$ cat config.mk
export PLATFORM = sky130hd
export DESIGN_NAME = dsp_ctrl
export DESIGN_NICKNAME = d
export VERILOG_FILES = /design/src/rtl/dsp_pkg.sv /design/src/rtl/dsp_ctrl.sv
export SDC_FILE = /design/constraint.sdc
export NUM_CORES = 1
export LEC_CHECK = 0
export BUFFER_PORTS_ARGS = -buffer_cell sky130_fd_sc_hd__buf_4
export CORE_ASPECT_RATIO = 0.8
export CORE_MARGIN = 2
export CORE_UTILIZATION = 46
export CTS_BUF_LIST = sky130_fd_sc_hd__clkbuf_16
export DETAILED_ROUTE_END_ITERATION = 10
export GPL_TIMING_DRIVEN = 1
export PLACE_DENSITY = 0.77
export SYNTH_ARGS = -nofsm -noshare
export SYNTH_HDL_FRONTEND = slang
export SYNTH_SLANG_ARGS = --single-unit
$ cat constraint.sdc
create_clock -name clk -period 1.9 [get_ports clk]
set_clock_uncertainty 0.05 [all_clocks]
set_input_delay 0.38 -clock clk [delete_from_list [all_inputs] [get_ports clk]]
set_output_delay 0.38 -clock clk [all_outputs]
set_load 0.02 [all_outputs]
$ cat src/rtl/dsp_pkg.sv
// ----------------------------------------------------------------------------
// dsp_pkg
// shared types and constants of the shortest path core
// ----------------------------------------------------------------------------
package dsp_pkg;

	localparam int DSP_NUM_VERTICES = 16;
	localparam int OPCODE_W         = 2;
	localparam int VERTEX_W         = 4;
	localparam int WEIGHT_W         = 16;
	localparam int DIST_W           = 32;

	localparam logic [DIST_W-1:0] DIST_INF = 32'hFFFF_FFFF;
	localparam logic [DIST_W-1:0] DIST_SAT = 32'hFFFF_FFFE;

	typedef enum logic [OPCODE_W-1:0] {
		OP_CLEAR    = 2'd0,
		OP_ADD_EDGE = 2'd1,
		OP_RUN      = 2'd2
	} dsp_op_t;

	typedef enum logic [3:0] {
		ST_CLEAR,
		ST_IDLE,
		ST_EDGE_RD,
		ST_EDGE_AB,
		ST_EDGE_BA,
		ST_INIT,
		ST_SCAN,
		ST_SCAN_END,
		ST_PICK,
		ST_RELAX,
		ST_RELAX_END,
		ST_EMIT_RD,
		ST_EMIT_LD
	} dsp_state_t;

	typedef struct packed {
		logic capture;   // latch input word
		logic edge_clr;  // write empty edge entry at idx
		logic edge_rd;   // read edge entry (a,b)
		logic edge_wr_ab;
		logic edge_wr_ba;
		logic fin_clr;   // clear finalized flags
		logic dist_init; // write start distance at idx
		logic scan_rd;   // read for min search
		logic finalize;  // mark picked vertex done
		logic relax_rd;  // read for relaxation
		logic emit_rd;   // read for result
		logic out_load;  // load output register
	} dsp_cmd_t;

	typedef struct packed {
		logic min_inf;
		logic out_busy;
	} dsp_stat_t;

endpackage

$ cat src/rtl/dsp_ctrl.sv
// ----------------------------------------------------------------------------
// dsp_ctrl
// sequencer for clear sweep, edge update, search rounds and result output
// ----------------------------------------------------------------------------
module dsp_ctrl import dsp_pkg::*; #(
	parameter int NUM_VERTICES = DSP_NUM_VERTICES
) (
	input  logic                       clk,
	input  logic                       arst_n,
	input  logic                       in_valid,
	output logic                       in_ready,
	input  logic [OPCODE_W-1:0]        opcode,
	input  logic [VERTEX_W-1:0]        src_vertex,
	input  logic [VERTEX_W-1:0]        dst_vertex,
	input  dsp_stat_t                  stat,
	output dsp_cmd_t                   cmd,
	output logic [$clog2(NUM_VERTICES*NUM_VERTICES)-1:0] idx
);

	localparam int VW = $clog2(NUM_VERTICES);
	localparam int AW = $clog2(NUM_VERTICES*NUM_VERTICES);

	dsp_state_t state_q, state_d;
	logic [AW-1:0] cnt_q, cnt_d;
	logic [VW-1:0] round_q, round_d;
	logic accept, edge_ok, clr_last, v_last, round_last;

	assign accept     = in_valid && (state_q == ST_IDLE);
	assign edge_ok    = (int'(src_vertex) < NUM_VERTICES) && (int'(dst_vertex) < NUM_VERTICES);
	assign clr_last   = cnt_q == AW'(NUM_VERTICES*NUM_VERTICES - 1);
	assign v_last     = cnt_q == AW'(NUM_VERTICES - 1);
	assign round_last = round_q == VW'(NUM_VERTICES - 2);

	always_ff @(posedge clk or negedge arst_n) begin
		if (!arst_n) begin
			state_q <= ST_CLEAR;
			cnt_q   <= '0;
			round_q <= '0;
		end else begin
			state_q <= state_d;
			cnt_q   <= cnt_d;
			round_q <= round_d;
		end
	end

	// next state
	always_comb begin
		state_d = state_q;
		unique case (state_q)
			ST_CLEAR: if (clr_last) state_d = ST_IDLE;
			ST_IDLE: begin
				if (accept) begin
					unique case (dsp_op_t'(opcode))
						OP_CLEAR:    state_d = ST_CLEAR;
						OP_ADD_EDGE: state_d = edge_ok ? ST_EDGE_RD : ST_IDLE;
						OP_RUN:      state_d = ST_INIT;
						default:     state_d = ST_IDLE;
					endcase
				end
			end
			ST_EDGE_RD:   state_d = ST_EDGE_AB;
			ST_EDGE_AB:   state_d = ST_EDGE_BA;
			ST_EDGE_BA:   state_d = ST_IDLE;
			ST_INIT:      if (v_last) state_d = ST_SCAN;
			ST_SCAN:      if (v_last) state_d = ST_SCAN_END;
			ST_SCAN_END:  state_d = ST_PICK;
			ST_PICK: begin
				if (!stat.min_inf) state_d = ST_RELAX;
				else state_d = round_last ? ST_EMIT_RD : ST_SCAN;
			end
			ST_RELAX:     if (v_last) state_d = ST_RELAX_END;
			ST_RELAX_END: state_d = round_last ? ST_EMIT_RD : ST_SCAN;
			ST_EMIT_RD:   state_d = ST_EMIT_LD;
			ST_EMIT_LD: begin
				if (!stat.out_busy) state_d = v_last ? ST_IDLE : ST_EMIT_RD;
			end
			default:      state_d = ST_IDLE;
		endcase
	end

	// sweep and round counters
	always_comb begin
		cnt_d   = cnt_q;
		round_d = round_q;
		unique case (state_q)
			ST_CLEAR:                 cnt_d = clr_last ? '0 : cnt_q + 1'b1;
			ST_INIT, ST_SCAN, ST_RELAX: cnt_d = v_last ? '0 : cnt_q + 1'b1;
			ST_EMIT_LD: begin
				if (!stat.out_busy) cnt_d = v_last ? '0 : cnt_q + 1'b1;
			end
			ST_IDLE: begin
				cnt_d   = '0;
				round_d = '0;
			end
			ST_PICK:      if (stat.min_inf) round_d = round_q + 1'b1;
			ST_RELAX_END: round_d = round_q + 1'b1;
			default: ;
		endcase
	end

	// outputs
	always_comb begin
		cmd      = '0;
		in_ready = 1'b0;
		idx      = cnt_q;
		unique case (state_q)
			ST_CLEAR:   cmd.edge_clr = 1'b1;
			ST_IDLE: begin
				in_ready    = 1'b1;
				cmd.capture = in_valid;
			end
			ST_EDGE_RD: cmd.edge_rd    = 1'b1;
			ST_EDGE_AB: cmd.edge_wr_ab = 1'b1;
			ST_EDGE_BA: cmd.edge_wr_ba = 1'b1;
			ST_INIT: begin
				cmd.dist_init = 1'b1;
				cmd.fin_clr   = 1'b1;
			end
			ST_SCAN:    cmd.scan_rd  = 1'b1;
			ST_PICK:    cmd.finalize = 1'b1;
			ST_RELAX:   cmd.relax_rd = 1'b1;
			ST_EMIT_RD: cmd.emit_rd  = 1'b1;
			ST_EMIT_LD: cmd.out_load = !stat.out_busy;
			default: ;
		endcase
	end

endmodule

==> results.ini <==
[power]
ir_worst_vdd_v=0.000437
p_leak_nw=0.891
powerDensity_mw_per_mm2=402

[status]
status=complete, but fails checks
violations=negative setup slack

[placement]
placed_cells_incl_taps=228
hpwl_um=2640
gp_congestion=0.873
port_buffers=27
post-place-ws_ps=-130
place_area_mm2=0.00165

[logic_synthesis]
ys_top_cells_by_area=dfrtp_1 33%, o21ai_0 5.3%, nand2_1 4.0%
ys_warn_count=0
syn_area_per_cell_um2=8.57
synth_top_flop_cell=dfrtp_1
synth_top_area_share_pct=32.7
yosysTopAreaCell=dfrtp_1
synth_cells=143
synth_edf_count=0
syn_area_mm2=0.00122
synth-seq-cells=16
ys_seq_area_share_pct=32.7
synthArstFlopShare_pct=100
synth_cell_types=52
synthesis.nets=161

[setup_path]
reg2reg_to=idx[7]$_DFFE_PN0P_
worst-path-max-fanout=4
crit_path_end_kind=flop
arrival_ps=2160
rr_startpoint=state_q[1]$_DFFE_PN0P_
reg2regPathDepth=5
critPathLaunchType=flop
crit_type=reg -> reg
rrSetupSlack_ps=-170
worstPathRequired_ps=1980

[clocking]
path_clk_slew_ps=50
tritoncts=yes
cts_buffer_depth=2
cts_root_buf=clkbuf_16
numClockSinks=16
clock_tree.htree_level_count=1
insertion_delay_ps=250
numCtsBuffers=3

[timing]
period_share_pct=109
fin_setup_tns_ps=-1340
slew_headroom_pct=75.4
rsz0062_at_grt=true
fmax_mhz=482
worst_pin_slew_ps=365
drv_slew=0
setup_violations=17
layout_setup_ws_ps=-175
finalHoldViolations=0
period_needed_ps=2070

[cells_and_area]
multiInputGateArea_um2=890
syn_to_final_growth_pct=62.7
fin_cells=242
drive_above_1_share_pct=51.9
utilization_pct=80.3
fillers=149
diodes=0
nets=225
regArea_um2=403
fin_area_mm2=0.00199

[grt]
grt_first_pass_wirelength_um=6360
grt_use_met2_pct=44.7
antenna_found_initial=0
globalRouteOverflowTotal=0
top_usage_layer=met2
met1_usage_pct=37.3
first_global_vias=1358
track_usage_pct=28.0
grt_max_degree=17
met3_usage_pct=5.41

[route]
dr.pass1.iters=4
routed_wl_um=4640
postRouteAntennaNets=0
drc=0
wl_per_cell_um=19.2
via_count=1505
drt-vias-per-instance=6.22
first_iter_violations=131

[die]
fp.coreArea_mm2=0.00248
rows=16
die_h_um=50.2
ios=36
chipWidth_um=61.7
start_util_pct=49.3
die-area_mm2=0.00309

[hold_path]
min_to=round_q[3]$_DFFE_PN0P_
hp-start=round_q[3]$_DFFE_PN0P_
min_path_type=reg -> reg
hold_depth=1

[run]
max_cap_violations=0

cell type report:
class	instances	area share, %
clock buffer	3	3.77
clock inverter	1	0.188
inverter	6	1.51
multi-input combinational	113	44.6
sequential	16	20.2
tap	36	2.26
timing repair buffer	67	27.4
registers in the layout (all words and copies together), names as in the netlist:
name	flops
idx	8
state_q	4
round_q	4
layer usage:
metal / wire [um] / vias up / share of wire [%]
met5: 0 / - / 0
met4: 190 / 0 / 4.1
met3: 393 / 25 / 8.5
met2: 2260 / 95 / 49
met1: 1790 / 730 / 39
li1: - / 655 / -
timing repair:
| action | CTS | global route |
|---|---|---|
| pin swaps | 1 | 6 |
| setup endpoints to repair | 17 | 20 |
| setup buffers | 3 | 6 |
| endpoints found under the hold margin | 16 | 0 |
| resized for setup | 18 | 28 |
| hold buffers | 1 | 0 |
through the flow:
| step | total power, mW | hold slack (ps) |
|---|---|---|
| final | 0.800 | 482 |
| after global placement | 0.379 | 201 |
| after detailed placement | 0.381 | 201 |
| after floorplan | 0.360 | 34.4 |
| after global routing | 0.827 | 501 |
| after CTS | 0.795 | 476 |
how the worst max path moves through the flow:
stage	from	end	slack, ps
finish	state_q[1]$_DFFE_PN0P_	idx[7]$_DFFE_PN0P_	-170
CTS	state_q[2]$_DFFE_PN0P_	idx[7]$_DFFE_PN0P_	-80
detailed placement	state_q[2]$_DFFE_PN0P_	idx[7]$_DFFE_PN0P_	-130
global placement	state_q[2]$_DFFE_PN0P_	state_q[2]$_DFFE_PN0P_	-80
floorplan	state_q[2]$_DFFE_PN0P_	idx[7]$_DFFE_PN0P_	-40
global route	state_q[3]$_DFFE_PN0P_	idx[7]$_DFFE_PN0P_	-220
where the power goes:
group | internal (mW) | switching (mW)
registers | 0.343 | 0.00327
logic | 0.0137 | 0.0189
clock network | 0.280 | 0.141
worst max-delay path, stage by stage, from the launching register on:
cell	delay, ps
dfrtp_1	480
and4bb_2	310
a311oi_4	370
mux2i_4	380
nor2_4	70
a221o_1	300
cells by family after synthesis:
| kind of cell | share of synthesized area (%) |
|---|---|
| AO/OA/AOI/OAI | 23.8 |
| buffers and inverters | 6.54 |
| AND/OR/NAND/NOR | 26.9 |
| adder cells (fa/ha/maj) | 3.06 |
| multiplexers | 5.62 |
| XOR/XNOR | 1.43 |
| flip-flops | 32.7 |
cell usage in the layout (no fill, tap or decap), types with 3 or more instances in the layout:
master     instances
a21oi_1            5
a31oi_1            3
buf_4             55
buf_6             11
clkbuf_16          3
dfrtp_1           14
ha_1               3
inv_1              3
nand2_1           13
nand2b_4           3
nand3_1            6
nor2_1            12
nor3_1             6
o21ai_0           10
o21ai_1            3
cells in the mapped netlist, types with 2 or more instances:
cell type and number:
a21oi_1 5, a22o_1 2, a31oi_1 3, and2_1 2, buf_4 5, clkbuf_1 2
dfrtp_1 16, ha_1 3, inv_1 3, mux2_2 4, nand2_1 13, nand2b_1 2
nand3_1 8, nand4_1 2, nor2_1 13, nor2b_1 2, nor3_1 7, nor4_1 3
o21ai_0 13, o21ai_1 2, xor2_1 2
Power figures use the tool's default switching activity.
